## src/sv/b64_pkg.sv

```systemverilog
package b64_pkg;

	localparam int QUEUE_DEPTH = 2;

	localparam logic [7:0] PAD_CHAR = 8'h3D;

	typedef enum logic {
		MODE_ENCODE = 1'b0,
		MODE_DECODE = 1'b1
	} mode_t;

	typedef enum logic [1:0] {
		ST_OK       = 2'd0,
		ST_BAD_CHAR = 2'd1,
		ST_BAD_LEN  = 2'd2
	} status_t;

	typedef struct packed {
		logic [3:0][7:0] data;
		logic [1:0]      last_idx;
		logic            last;
		status_t         status;
	} job_t;

	function automatic logic [7:0] sextet_char(input logic [5:0] v);
		logic [7:0] w;
		w = {2'b00, v};
		if (v < 6'd26) begin
			return 8'h41 + w;
		end else if (v < 6'd52) begin
			return 8'h61 + w - 8'd26;
		end else if (v < 6'd62) begin
			return 8'h30 + w - 8'd52;
		end else if (v == 6'd62) begin
			return 8'h2B;
		end
		return 8'h2F;
	endfunction

	// bit 6 set: character is in the alphabet (pad counts as zero)
	function automatic logic [6:0] char_sextet(input logic [7:0] c);
		logic [7:0] t;
		t = 8'h00;
		if (c >= 8'h41 && c <= 8'h5A) begin
			t = c - 8'h41;
		end else if (c >= 8'h61 && c <= 8'h7A) begin
			t = c - 8'h61 + 8'd26;
		end else if (c >= 8'h30 && c <= 8'h39) begin
			t = c - 8'h30 + 8'd52;
		end else if (c == 8'h2B) begin
			t = 8'd62;
		end else if (c == 8'h2F) begin
			t = 8'd63;
		end else if (c == PAD_CHAR) begin
			t = 8'd0;
		end else begin
			return 7'h00;
		end
		return {1'b1, t[5:0]};
	endfunction

endpackage

```

## src/sv/b64_ifs.sv

```systemverilog
interface b64_in_if;
	logic       valid;
	logic       ready;
	logic [7:0] in_byte;
	logic       in_last;

	modport source(output valid, output in_byte, output in_last, input ready);
	modport sink(input valid, input in_byte, input in_last, output ready);
endinterface

interface b64_out_if;
	logic       valid;
	logic       ready;
	logic [7:0] out_byte;
	logic       out_last;
	logic [1:0] status;

	modport source(output valid, output out_byte, output out_last, output status,
		input ready);
	modport sink(input valid, input out_byte, input out_last, input status,
		output ready);
endinterface

```

## src/sv/base64_codec.sv

```systemverilog
// Base64 codec, one byte per input request.
// The item completing a group is written into the job queue; its first result
// is then loaded into the output register once that register is free.
// Throughput: one input request per cycle while the two-entry job queue has
// room; the output stage emits one result per cycle while the sink is ready;
// encode gives four characters per three bytes, decode up to three per four.
// Reset: arst_n clears mode to encode, the group state and the queue.
module base64_codec #(
	parameter int QueueDepth = b64_pkg::QUEUE_DEPTH
) (
	input  logic      clk,
	input  logic      arst_n,
	input  logic      cfg_we,
	input  logic      cfg_data,
	b64_in_if.sink    in_chan,
	b64_out_if.source out_chan
);
	import b64_pkg::*;

	logic job_valid;
	job_t job;
	logic not_full;
	logic pop;
	logic head_valid;
	job_t head;

	b64_front u_front (
		.clk       (clk),
		.arst_n    (arst_n),
		.cfg_we    (cfg_we),
		.cfg_data  (cfg_data),
		.in_chan   (in_chan),
		.job_valid (job_valid),
		.job       (job),
		.job_ready (not_full)
	);

	b64_queue #(
		.Depth (QueueDepth)
	) u_queue (
		.clk        (clk),
		.arst_n     (arst_n),
		.push       (job_valid),
		.wdata      (job),
		.not_full   (not_full),
		.pop        (pop),
		.head_valid (head_valid),
		.head       (head)
	);

	b64_back u_back (
		.clk        (clk),
		.arst_n     (arst_n),
		.head_valid (head_valid),
		.head       (head),
		.pop        (pop),
		.out_chan   (out_chan)
	);

endmodule

```

## src/sv/b64_front.sv

```systemverilog
module b64_front (
	input  logic          clk,
	input  logic          arst_n,
	input  logic          cfg_we,
	input  logic          cfg_data,
	b64_in_if.sink        in_chan,
	output logic          job_valid,
	output b64_pkg::job_t job,
	input  logic          job_ready
);
	import b64_pkg::*;

	mode_t       mode_q;
	logic [23:0] group_q, group_d;
	logic [1:0]  cnt_q, cnt_d;
	logic [1:0]  pad_q, pad_d;
	logic        discard_q, discard_d;

	logic        accept;
	logic [23:0] ebits;
	logic [6:0]  sx;
	logic [23:0] dbits;
	logic [1:0]  pad_new;

	assign in_chan.ready = job_ready;
	assign accept = in_chan.valid & job_ready;

	always_comb begin
		group_d   = group_q;
		cnt_d     = cnt_q;
		pad_d     = pad_q;
		discard_d = discard_q;
		job_valid = 1'b0;
		job       = '0;
		ebits     = {group_q[15:0], in_chan.in_byte};
		sx        = char_sextet(in_chan.in_byte);
		dbits     = {group_q[17:0], sx[5:0]};
		pad_new   = 2'd0;
		if (in_chan.in_byte == PAD_CHAR) begin
			pad_new = (pad_q == 2'd3) ? 2'd3 : pad_q + 2'd1;
		end
		case (cnt_q)
			2'd0:    ebits = {in_chan.in_byte, 16'h0000};
			2'd1:    ebits = {group_q[7:0], in_chan.in_byte, 8'h00};
			default: ebits = {group_q[15:0], in_chan.in_byte};
		endcase

		if (accept) begin
			if (mode_q == MODE_ENCODE) begin
				if (cnt_q != 2'd2 && !in_chan.in_last) begin
					group_d = {group_q[15:0], in_chan.in_byte};
					cnt_d   = cnt_q + 2'd1;
				end else begin
					job_valid    = 1'b1;
					job.data[0]  = sextet_char(ebits[23:18]);
					job.data[1]  = sextet_char(ebits[17:12]);
					job.data[2]  = (cnt_q != 2'd0) ? sextet_char(ebits[11:6]) : PAD_CHAR;
					job.data[3]  = (cnt_q == 2'd2) ? sextet_char(ebits[5:0]) : PAD_CHAR;
					job.last_idx = 2'd3;
					job.last     = in_chan.in_last;
					job.status   = ST_OK;
					group_d      = '0;
					cnt_d        = 2'd0;
					pad_d        = 2'd0;
				end
			end else if (discard_q) begin
				if (in_chan.in_last) begin
					discard_d = 1'b0;
				end
			end else if (!sx[6]) begin
				job_valid  = 1'b1;
				job.last   = 1'b1;
				job.status = ST_BAD_CHAR;
				group_d    = '0;
				cnt_d      = 2'd0;
				pad_d      = 2'd0;
				discard_d  = !in_chan.in_last;
			end else if (cnt_q != 2'd3) begin
				if (in_chan.in_last) begin
					job_valid  = 1'b1;
					job.last   = 1'b1;
					job.status = ST_BAD_LEN;
					group_d    = '0;
					cnt_d      = 2'd0;
					pad_d      = 2'd0;
				end else begin
					group_d = dbits;
					cnt_d   = cnt_q + 2'd1;
					pad_d   = pad_new;
				end
			end else begin
				job_valid    = 1'b1;
				job.data[0]  = dbits[23:16];
				job.data[1]  = dbits[15:8];
				job.data[2]  = dbits[7:0];
				job.last_idx = 2'd2;
				if (in_chan.in_last) begin
					if (pad_new >= 2'd2) begin
						job.last_idx = 2'd0;
					end else if (pad_new == 2'd1) begin
						job.last_idx = 2'd1;
					end
				end
				job.last   = in_chan.in_last;
				job.status = ST_OK;
				group_d    = '0;
				cnt_d      = 2'd0;
				pad_d      = 2'd0;
			end
		end
	end

	always_ff @(posedge clk or negedge arst_n) begin
		if (!arst_n) begin
			mode_q    <= MODE_ENCODE;
			group_q   <= '0;
			cnt_q     <= 2'd0;
			pad_q     <= 2'd0;
			discard_q <= 1'b0;
		end else if (cfg_we) begin
			mode_q    <= mode_t'(cfg_data);
			group_q   <= '0;
			cnt_q     <= 2'd0;
			pad_q     <= 2'd0;
			discard_q <= 1'b0;
		end else begin
			group_q   <= group_d;
			cnt_q     <= cnt_d;
			pad_q     <= pad_d;
			discard_q <= discard_d;
		end
	end

endmodule

```

## src/sv/b64_queue.sv

```systemverilog
module b64_queue #(
	parameter int Depth = b64_pkg::QUEUE_DEPTH
) (
	input  logic          clk,
	input  logic          arst_n,
	input  logic          push,
	input  b64_pkg::job_t wdata,
	output logic          not_full,
	input  logic          pop,
	output logic          head_valid,
	output b64_pkg::job_t head
);
	import b64_pkg::*;

	localparam int PtrW = (Depth > 1) ? $clog2(Depth) : 1;
	localparam int CntW = $clog2(Depth + 1);

	job_t            mem_q [Depth];
	logic [PtrW-1:0] wr_ptr_q, rd_ptr_q;
	logic [CntW-1:0] count_q;

	assign not_full   = (count_q != CntW'(Depth));
	assign head_valid = (count_q != '0);
	assign head       = mem_q[rd_ptr_q];

	function automatic logic [PtrW-1:0] next_ptr(input logic [PtrW-1:0] p);
		return (p == PtrW'(Depth - 1)) ? '0 : p + 1'b1;
	endfunction

	always_ff @(posedge clk or negedge arst_n) begin
		if (!arst_n) begin
			wr_ptr_q <= '0;
			rd_ptr_q <= '0;
			count_q  <= '0;
		end else begin
			if (push) begin
				wr_ptr_q <= next_ptr(wr_ptr_q);
			end
			if (pop) begin
				rd_ptr_q <= next_ptr(rd_ptr_q);
			end
			if (push && !pop) begin
				count_q <= count_q + 1'b1;
			end else if (pop && !push) begin
				count_q <= count_q - 1'b1;
			end
		end
	end

	always_ff @(posedge clk) begin
		if (push) begin
			mem_q[wr_ptr_q] <= wdata;
		end
	end

endmodule

```

## src/sv/b64_back.sv

```systemverilog
module b64_back (
	input  logic          clk,
	input  logic          arst_n,
	input  logic          head_valid,
	input  b64_pkg::job_t head,
	output logic          pop,
	b64_out_if.source     out_chan
);
	import b64_pkg::*;

	logic [1:0] idx_q;
	logic       out_valid_q;
	logic [7:0] out_byte_q;
	logic       out_last_q;
	status_t    status_q;
	logic       adv;
	logic       load;
	logic       final_res;

	assign adv       = !out_valid_q || out_chan.ready;
	assign load      = adv && head_valid;
	assign final_res = (idx_q == head.last_idx);
	assign pop       = load && final_res;

	assign out_chan.valid    = out_valid_q;
	assign out_chan.out_byte = out_byte_q;
	assign out_chan.out_last = out_last_q;
	assign out_chan.status   = status_q;

	always_ff @(posedge clk or negedge arst_n) begin
		if (!arst_n) begin
			out_valid_q <= 1'b0;
			idx_q       <= 2'd0;
		end else begin
			if (adv) begin
				out_valid_q <= head_valid;
			end
			if (load) begin
				idx_q <= final_res ? 2'd0 : idx_q + 2'd1;
			end
		end
	end

	always_ff @(posedge clk) begin
		if (load) begin
			out_byte_q <= head.data[idx_q];
			out_last_q <= head.last && final_res;
			status_q   <= head.status;
		end
	end

endmodule

```

## src/flat_wrapper.sv

```systemverilog
// flat-port wrapper written by rule: the top's interface ports become plain ports
module base64_codec_flat import b64_pkg::*;
#(
	parameter int QueueDepth = b64_pkg::QUEUE_DEPTH
)
  (clk, arst_n, cfg_we, cfg_data, in_chan_valid, in_chan_in_byte, in_chan_in_last, in_chan_ready, out_chan_valid, out_chan_out_byte, out_chan_out_last, out_chan_status, out_chan_ready);
  b64_in_if in_chan_i ();
  b64_out_if out_chan_i ();
  input  logic clk;
  input  logic arst_n;
  input  logic cfg_we;
  input  logic cfg_data;
  input wire logic [$bits(in_chan_i.valid)-1:0] in_chan_valid;
  input wire logic [$bits(in_chan_i.in_byte)-1:0] in_chan_in_byte;
  input wire logic [$bits(in_chan_i.in_last)-1:0] in_chan_in_last;
  output wire logic [$bits(in_chan_i.ready)-1:0] in_chan_ready;
  output wire logic [$bits(out_chan_i.valid)-1:0] out_chan_valid;
  output wire logic [$bits(out_chan_i.out_byte)-1:0] out_chan_out_byte;
  output wire logic [$bits(out_chan_i.out_last)-1:0] out_chan_out_last;
  output wire logic [$bits(out_chan_i.status)-1:0] out_chan_status;
  input wire logic [$bits(out_chan_i.ready)-1:0] out_chan_ready;
  assign in_chan_i.valid = in_chan_valid;
  assign in_chan_i.in_byte = in_chan_in_byte;
  assign in_chan_i.in_last = in_chan_in_last;
  assign in_chan_ready = in_chan_i.ready;
  assign out_chan_valid = out_chan_i.valid;
  assign out_chan_out_byte = out_chan_i.out_byte;
  assign out_chan_out_last = out_chan_i.out_last;
  assign out_chan_status = out_chan_i.status;
  assign out_chan_i.ready = out_chan_ready;
  base64_codec #(.QueueDepth(QueueDepth)) u_core (.clk(clk), .arst_n(arst_n), .cfg_we(cfg_we), .cfg_data(cfg_data), .in_chan(in_chan_i), .out_chan(out_chan_i));
endmodule
```

## config.mk

```make
export PLATFORM = sky130hd
export DESIGN_NAME = base64_codec_flat
export DESIGN_NICKNAME = d
export VERILOG_FILES = /design/src/sv/b64_pkg.sv /design/src/sv/b64_ifs.sv /design/src/sv/base64_codec.sv /design/src/sv/b64_front.sv /design/src/sv/b64_queue.sv /design/src/sv/b64_back.sv /design/src/flat_wrapper.sv
export SDC_FILE = /design/constraint.sdc
export NUM_CORES = 1
export LEC_CHECK = 0
export ABC_AREA = 1
export BUFFER_PORTS_ARGS = -buffer_cell sky130_fd_sc_hd__buf_2
export CORE_MARGIN = 1
export CORE_UTILIZATION = 34
export CTS_BUF_LIST = sky130_fd_sc_hd__clkbuf_16
export DETAILED_ROUTE_END_ITERATION = 8
export MAX_ROUTING_LAYER = met4
export PLACE_DENSITY_LB_ADDON = 0.2
export REMOVE_ABC_BUFFERS = 1
export SLEW_MARGIN = 20
export SYNTH_ARGS = -nofsm -noshare
export SYNTH_HDL_FRONTEND = slang
export SYNTH_HIERARCHICAL = 1
export SYNTH_SLANG_ARGS = --single-unit
export TNS_END_PERCENT = 10
```

## constraint.sdc

```tcl
create_clock -name clk -period 4.5 [get_ports clk]
set_clock_uncertainty 0.15 [all_clocks]
set_input_delay 0.45 -clock clk [delete_from_list [all_inputs] [get_ports clk]]
set_output_delay 0.45 -clock clk [all_outputs]
set_load 0.01 [all_outputs]
```

==> impl_results.md, run 1 <==
- R2R depth: 12
- Max-cap violations: 0
- Crit start category: register
- Iteration-0 DRC Markers: around 490
- Hold Fails Final Rpt: 0
- Root Driver: clkbuf_16
- Maximum VDD drop: 301 uV
- H-tree levels: 4
- Reg2Reg Capture Point: u_core/u_queue/mem_q[0][30]
- CTS tree: built
- FP Rows: 57
- Status: completed
- Setup TNS: 0 ns
- Router iterations before antenna repair: 5
- Longest Clk Path Bufs: 2
- Hold EP: u_core/u_front/mode_q
- Largest net degree at the start of global routing: 38
- RSZ-0062 raised after global routing: no
- # hold bufs at CTS: 1
- Worst-margin pin slew: 0.833 ns
- Final Max Tran Viols: 0
- Pleak: between 4 and 5 nW
- Setup Fix Bufs, Post-CTS: 0
- Num Clock Sinks: 116
- WL final: 23400 um
- First-pass GRT wire length: about 37000 um
- Commonest non-fill, non-tap cell in the layout: nand2_1
- Worst slew margin: 44.5%
- Setup CP Type: register to register
- Area grow syn2layout: 11.9%
- Die X: between 150 and 200 um
- Area after DPL: approximately 0.0088 mm^2
- Critical path arrival: 3.56 ns
- Type of the most critical hold path: input pin to register
- CTS resizes: 0
- ANT cells: 0
- Yosys reg bits: between 100 and 150
- GPL Wtd Cong: 0.940
- Clock power share: 31.0%
- Ratio of cells with drive above 1 in the final layout: 15.6%
- # setup viols final: 0
- Setup WS pre-CTS: around 0.87 ns
- CTS Buf Count: 17
- Flop-to-flop setup slack: 0.92 ns
- Cell variety after synth: 55
- Total grt overflow: 0
- Worst-Skew Late Latency: between 0.4 and 0.5 ns
- Syn. warnings: 6
- Die Ht: roughly 160 um
- HP Start: cfg_data
- Netlist Area Pre-Place: about 0.0084 mm^2
- Critical Path RT: 4.48 ns
- Initial Utilization: 34.6%
- Fin area: around 0.0094 mm^2
- Num ports: 28
- FF-to-FF Start: u_core/u_front/cnt_q[0]
- Nets: between 1000 and 1500
- WHS Path Cells: 3
- Tmin final: around 3.6 ns
- Fin crit share: 79.6%
- Synthesized instance count: between 1000 and 1500
- CP Capture Type: register
- Sw Pwr: about 1.5 mW
- Number of global-route vias before repair: 6719
- Internal power: roughly 2.8 mW
- Most frequent cells in the layout: nand2_1, inv_1, nor2_1
- Critical path peak fanout: 12
- Logic pwr share: about a third
- Filler instances: between 2000 and 3000
- PwrDens: 459 mW/mm^2
- DRT antenna net count: 0
- Worst-path clk slew: 0.06 ns
- Core Region: 0.0242 mm^2
- Syn_area_per_cell: approximately 7.9 um^2
- Vias: roughly 7100
- WL/cell: about 16 um
- Port bufs: 27
- Number of vias per cell: 5.02
- Die ar.: roughly 0.025 mm^2
- Net Sw Frac: 34.4%
- Min setup slack post-route: 0.917 ns
- Detail Placement HPWL: 17900 um
- Seq/Total Area, Yosys: 39.7%
- Fmax: between 200 and 300 MHz
- Antenna violations before repair: 0
- DRC viols: 0
- Sequential Power Share: a little over a third
- GR Util All Layers: 19.4%
## kinds of logic after synthesis
logic type,share of synthesized area (%)
mux,5.86
fa+ha+maj,4.77
flops,39.7
buf+inv,8.68
compound gates,10.1
simple gates,28.9
xor+xnor,2.09
## cells in the mapped netlist (all sizes together)
cell    count  area, um^2
a211o       1        8.76
a211oi      1        7.51
a21boi      3        26.3
a21oi      39         229
a22oi       1        7.51
a31oi       3        18.8
a41oi       1        8.76
and2        1        6.26
buf        25         215
clkbuf      9        33.8
clkinv      2        7.51
dfrtp      31         776
edfxtp     85        2550
ha         32         400
inv       125         472
mux2       37         492
nand2     338        1330
nand3      82         450
nand3b      5        41.3
nand4      16         100
nor2      101         425
nor3        9        61.3
nor4        1        6.26
o2111a      1        11.3
o211ai      5        37.5
o21ai      55         283
o21bai      3        22.5
o22ai      23         170
o31ai       1        7.51
o41ai       1        8.76
xnor2       3        26.3
xor2       17         149
## worst max-delay path: stages, from the launching register on
cell	delay [ns]
dfrtp_1	0.37
inv_1	0.09
ha_1	0.40
inv_4	0.17
nand2_2	0.25
nor2_1	0.31
inv_1	0.12
ha_1	0.26
nor3_4	0.39
nand2_1	0.13
o21ai_0	0.10
nor2_1	0.06
nor4_1	0.47
## state kept, by name, summed over array words and instances, names as in the netlist, 2 cells and up
| register | flops |
|---|---|
| u_core/u_back/out_chan.out_byte | 8 |
| u_core/u_back/idx_q | 2 |
| u_core/u_queue/count_q | 2 |
| u_core/u_queue/mem_q | 74 |
| u_core/u_back/out_chan.status | 2 |
| u_core/u_front/cnt_q | 2 |
| u_core/u_front/group_q | 18 |
| u_core/u_front/pad_q | 2 |
## metrics by stage
step,utilization (%),power [mW],hold WS (ns),std cells
after floorplan,-,2.55,0.00441,1023
after global placement,36.2,3.01,0.317,1385
after detailed placement,36.2,3.01,0.326,1385
after CTS,38.7,4.36,0.102,1417
after global routing,38.7,4.56,0.122,1417
final,38.7,4.31,0.111,1417
## cell type report
class / count / area (um^2) / area share [%]
flip-flops and latches: 116 / 3330 / 35.5
well taps: 324 / 405 / 4.32
inverters: 127 / 479 / 5.10
multi-input cells: 780 / 4340 / 46.3
repair buffers: 39 / 240 / 2.56
clock buffers: 17 / 425 / 4.53
clock inverters: 14 / 164 / 1.75
## how the worst max path moves through the flow
stage | startpoint | endpoint | slack, ns | cells after the start
finish | u_core/u_front/cnt_q[0] | u_core/u_queue/mem_q[0][30] | 0.92 | 12
global route | u_core/u_front/cnt_q[0] | u_core/u_queue/mem_q[1][34] | 0.76 | 15
CTS | u_core/u_front/cnt_q[0] | u_core/u_queue/mem_q[0][30] | 1.0 | 12
detailed placement | in_chan_in_byte[1] | u_core/u_queue/mem_q[1][30] | 0.87 | 14
global placement | in_chan_in_byte[1] | u_core/u_queue/mem_q[1][35] | 0.92 | 14
floorplan | in_chan_in_byte[2] | u_core/u_queue/mem_q[0][0] | 0.43 | 12
## routing by layer
metal,track usage (%),vias to the layer above,wire length (um)
met5,-,-,0
met2,30.3,227,10700
met3,2.84,31,1140
li1,-,3558,-
met4,5.51,0,443
met1,26.0,3297,11100
## power groups by stage
stage | Clock (mW) | Sequential (mW) | Combinational (mW)
after floorplan | 0 | 1.62 | 0.929
after global placement | 0 | 1.59 | 1.42
after detailed placement | 0 | 1.60 | 1.41
after CTS | 1.36 | 1.58 | 1.42
after global routing | 1.40 | 1.60 | 1.55
final | 1.34 | 1.58 | 1.40
No activity file was read; power rests on OpenSTA's default activity.
==> inputs of run 2 (changes only) <==
clock period = 3.1 ns   (was 4.5 ns; I/O delays follow)
==> impl_results.md, run 2 (synthesis gave the netlist of run 1 again) <==
- Reg2Reg Capture Point: u_core/u_queue/mem_q[0][20]
- Die Ht: ~160 um
- Crit-path cells: inv_1 > ha_1 > inv_2 > nand2_2 > buf_4 > o22ai_4 > inv_2 > ha_1 > nand3b_2 > nor2_1 > nand2_1 > nand3_1 > o21ai_1 > nand2_1 > inv_1
- Worst slew margin: 46.0%
- GR Util All Layers: about a fifth
- Area grow syn2layout: 15.8%
- Detail Placement HPWL: about 18000 um
- R2R depth: 15
- Type of the most critical hold path: input pin to register
- Status: completed
- Port bufs: 27
- Iteration-0 DRC Markers: between 500 and 600
- CTS tree: built
- Crit start category: register
- First-pass GRT wire length: roughly 38000 um
- Setup TNS: 0 ns
- Die ar.: around 0.025 mm^2
- WL final: 24100 um
- Num Clock Sinks: approximately 120
- Critical path peak fanout: 7
- Tmin final: a little under 3 ns
- CTS Buf Count: 17
- Final Max Tran Viols: 0
- Core Region: around 0.024 mm^2
- Top reg by flops: u_core/u_queue/mem_q
- Min setup slack post-route: between 0.2 and 0.25 ns
- Total grt overflow: 0
- Vias: approximately 7200
- GPL Wtd Cong: between 0.9 and 1
- Fmax: around 350 MHz
- ANT cells: 0
- DRC viols: 0
- Worst path max stage delay: 0.37 ns
- Commonest non-fill, non-tap cell in the layout: nand2_1
- Largest net degree at the start of global routing: 32
- Antenna violations before repair: 0
- H-tree levels: 4
- Slowest cell on crit path: dfrtp_1
- Pleak: around 4.4 nW
- Router iterations before antenna repair: 6
- WL/cell: 16.5 um
- # setup viols final: 0
- Nets: 1172
- Worst setup endpoint: u_core/u_queue/mem_q[0][20]
- Initial Utilization: between 30% and 40%
- Crit path from: u_core/u_front/cnt_q[1]
- Ratio of cells with drive above 1 in the final layout: a little under a fifth
- CP Capture Type: register
- Filler instances: roughly 2500
- DRT antenna net count: 0
- Die X: about 160 um
- Longest Clk Path Bufs: 2
- Setup CP Type: register to register
- Critical path arrival: 2.91 ns
- Setup WS pre-CTS: around 0.067 ns
- Fin crit share: between 90 and 100%
- Number of global-route vias before repair: roughly 6900
- CP top delay family: simple AND/OR/NAND/NOR gates
- PwrDens: roughly 640 mW/mm^2
- Most frequent cells in the layout: nand2_1, inv_1, nor2_1
- Worst-path clk slew: about 0.060 ns
- Flop-to-flop setup slack: 0.22 ns
- Critical Path RT: about 3.1 ns
- Max-cap violations: 0
- Number of vias per cell: 4.94
- Root Driver: clkbuf_16
- RSZ-0062 raised after global routing: no
- WHS: 0.0294 ns
- Num ports: 28
- Worst-margin pin slew: between 0.8 and 0.9 ns
- Worst-Skew Late Latency: around 0.41 ns
- FP Rows: 57
- WP depth: 15
- Maximum VDD drop: roughly 570 uV
- FF-to-FF Start: u_core/u_front/cnt_q[1]
- HP Start: cfg_we
- Max reg flops: 74
- Hold Fails Final Rpt: 0
- WP buf/inv: 5
[run 2: cell count changes in the layout (fill, tap and decap cells not counted), sizes merged]
cell | before | now
buf | 38 | 80
bufinv | 3 | 1
clkinv | 7 | 9
dlygate4sd3 | 1 | 3
inv | 127 | 129
clkinvlp | 4 | 3
[run 2: stage by stage]
stage | instance area (um^2) | utilization (%) | cells | total power, mW
2_1_floorplan | 8140 | - | 1023 | 3.71
3_3_place_gp | 9090 | 37.5 | 1423 | 4.45
3_5_place_dp | 9090 | 37.5 | 1423 | 4.44
4_1_cts | 9670 | 39.9 | 1458 | 6.32
5_1_grt | 9720 | 40.1 | 1462 | 6.62
6_report | 9720 | 40.1 | 1462 | 6.26
[run 2: area by class of cell]
| type | count | area, um^2 | area share (%) |
|---|---|---|---|
| clock buffers | 17 | 425 | 4.38 |
| clock inverters | 15 | 133 | 1.36 |
| inverters | 127 | 479 | 4.93 |
| multi-input cells | 780 | 4360 | 44.9 |
| flip-flops and latches | 116 | 3330 | 34.2 |
| well taps | 324 | 405 | 4.17 |
| repair buffers | 83 | 588 | 6.05 |
[run 2: power by group]
| part | internal (mW) | total (mW) | switching (mW) |
|---|---|---|---|
| clock network | 1.10 | 1.85 | 0.744 |
| logic | 0.839 | 2.15 | 1.31 |
| registers | 2.08 | 2.27 | 0.190 |
| total | 4.02 | 6.26 | 2.24 |
[run 2: how the worst min path moves through the flow]
stage,slack [ns],endpoint,cells after the start
2_1_floorplan,-0.14,u_core/u_back/idx_q[0],0
3_3_place_gp,0.29,u_core/u_back/idx_q[0],1
3_5_place_dp,0.29,u_core/u_back/idx_q[0],1
4_1_cts,0.01,u_core/u_front/pad_q[0],2
5_1_grt,0.03,u_core/u_front/mode_q,2
6_report,0.03,u_core/u_front/pad_q[0],2
[run 2: routing by layer]
layer  GRT usage, %  up-vias  routed length, um
li1               -     3635                  -
met1           26.8     3365              11500
met2           31.0      193              11100
met3           3.00       25               1060
met4           6.60        0                450
met5              -        -                  0
[run 2: what timing repair did]
| action | in CTS | in global routing |
|---|---|---|
| endpoints found under the setup margin | 0 | 44 |
| gates resized for setup | 0 | 4 |
| endpoints found under the hold margin | 33 | 0 |
| hold buffers | 3 | 0 |
| buffers inserted | 0 | 4 |
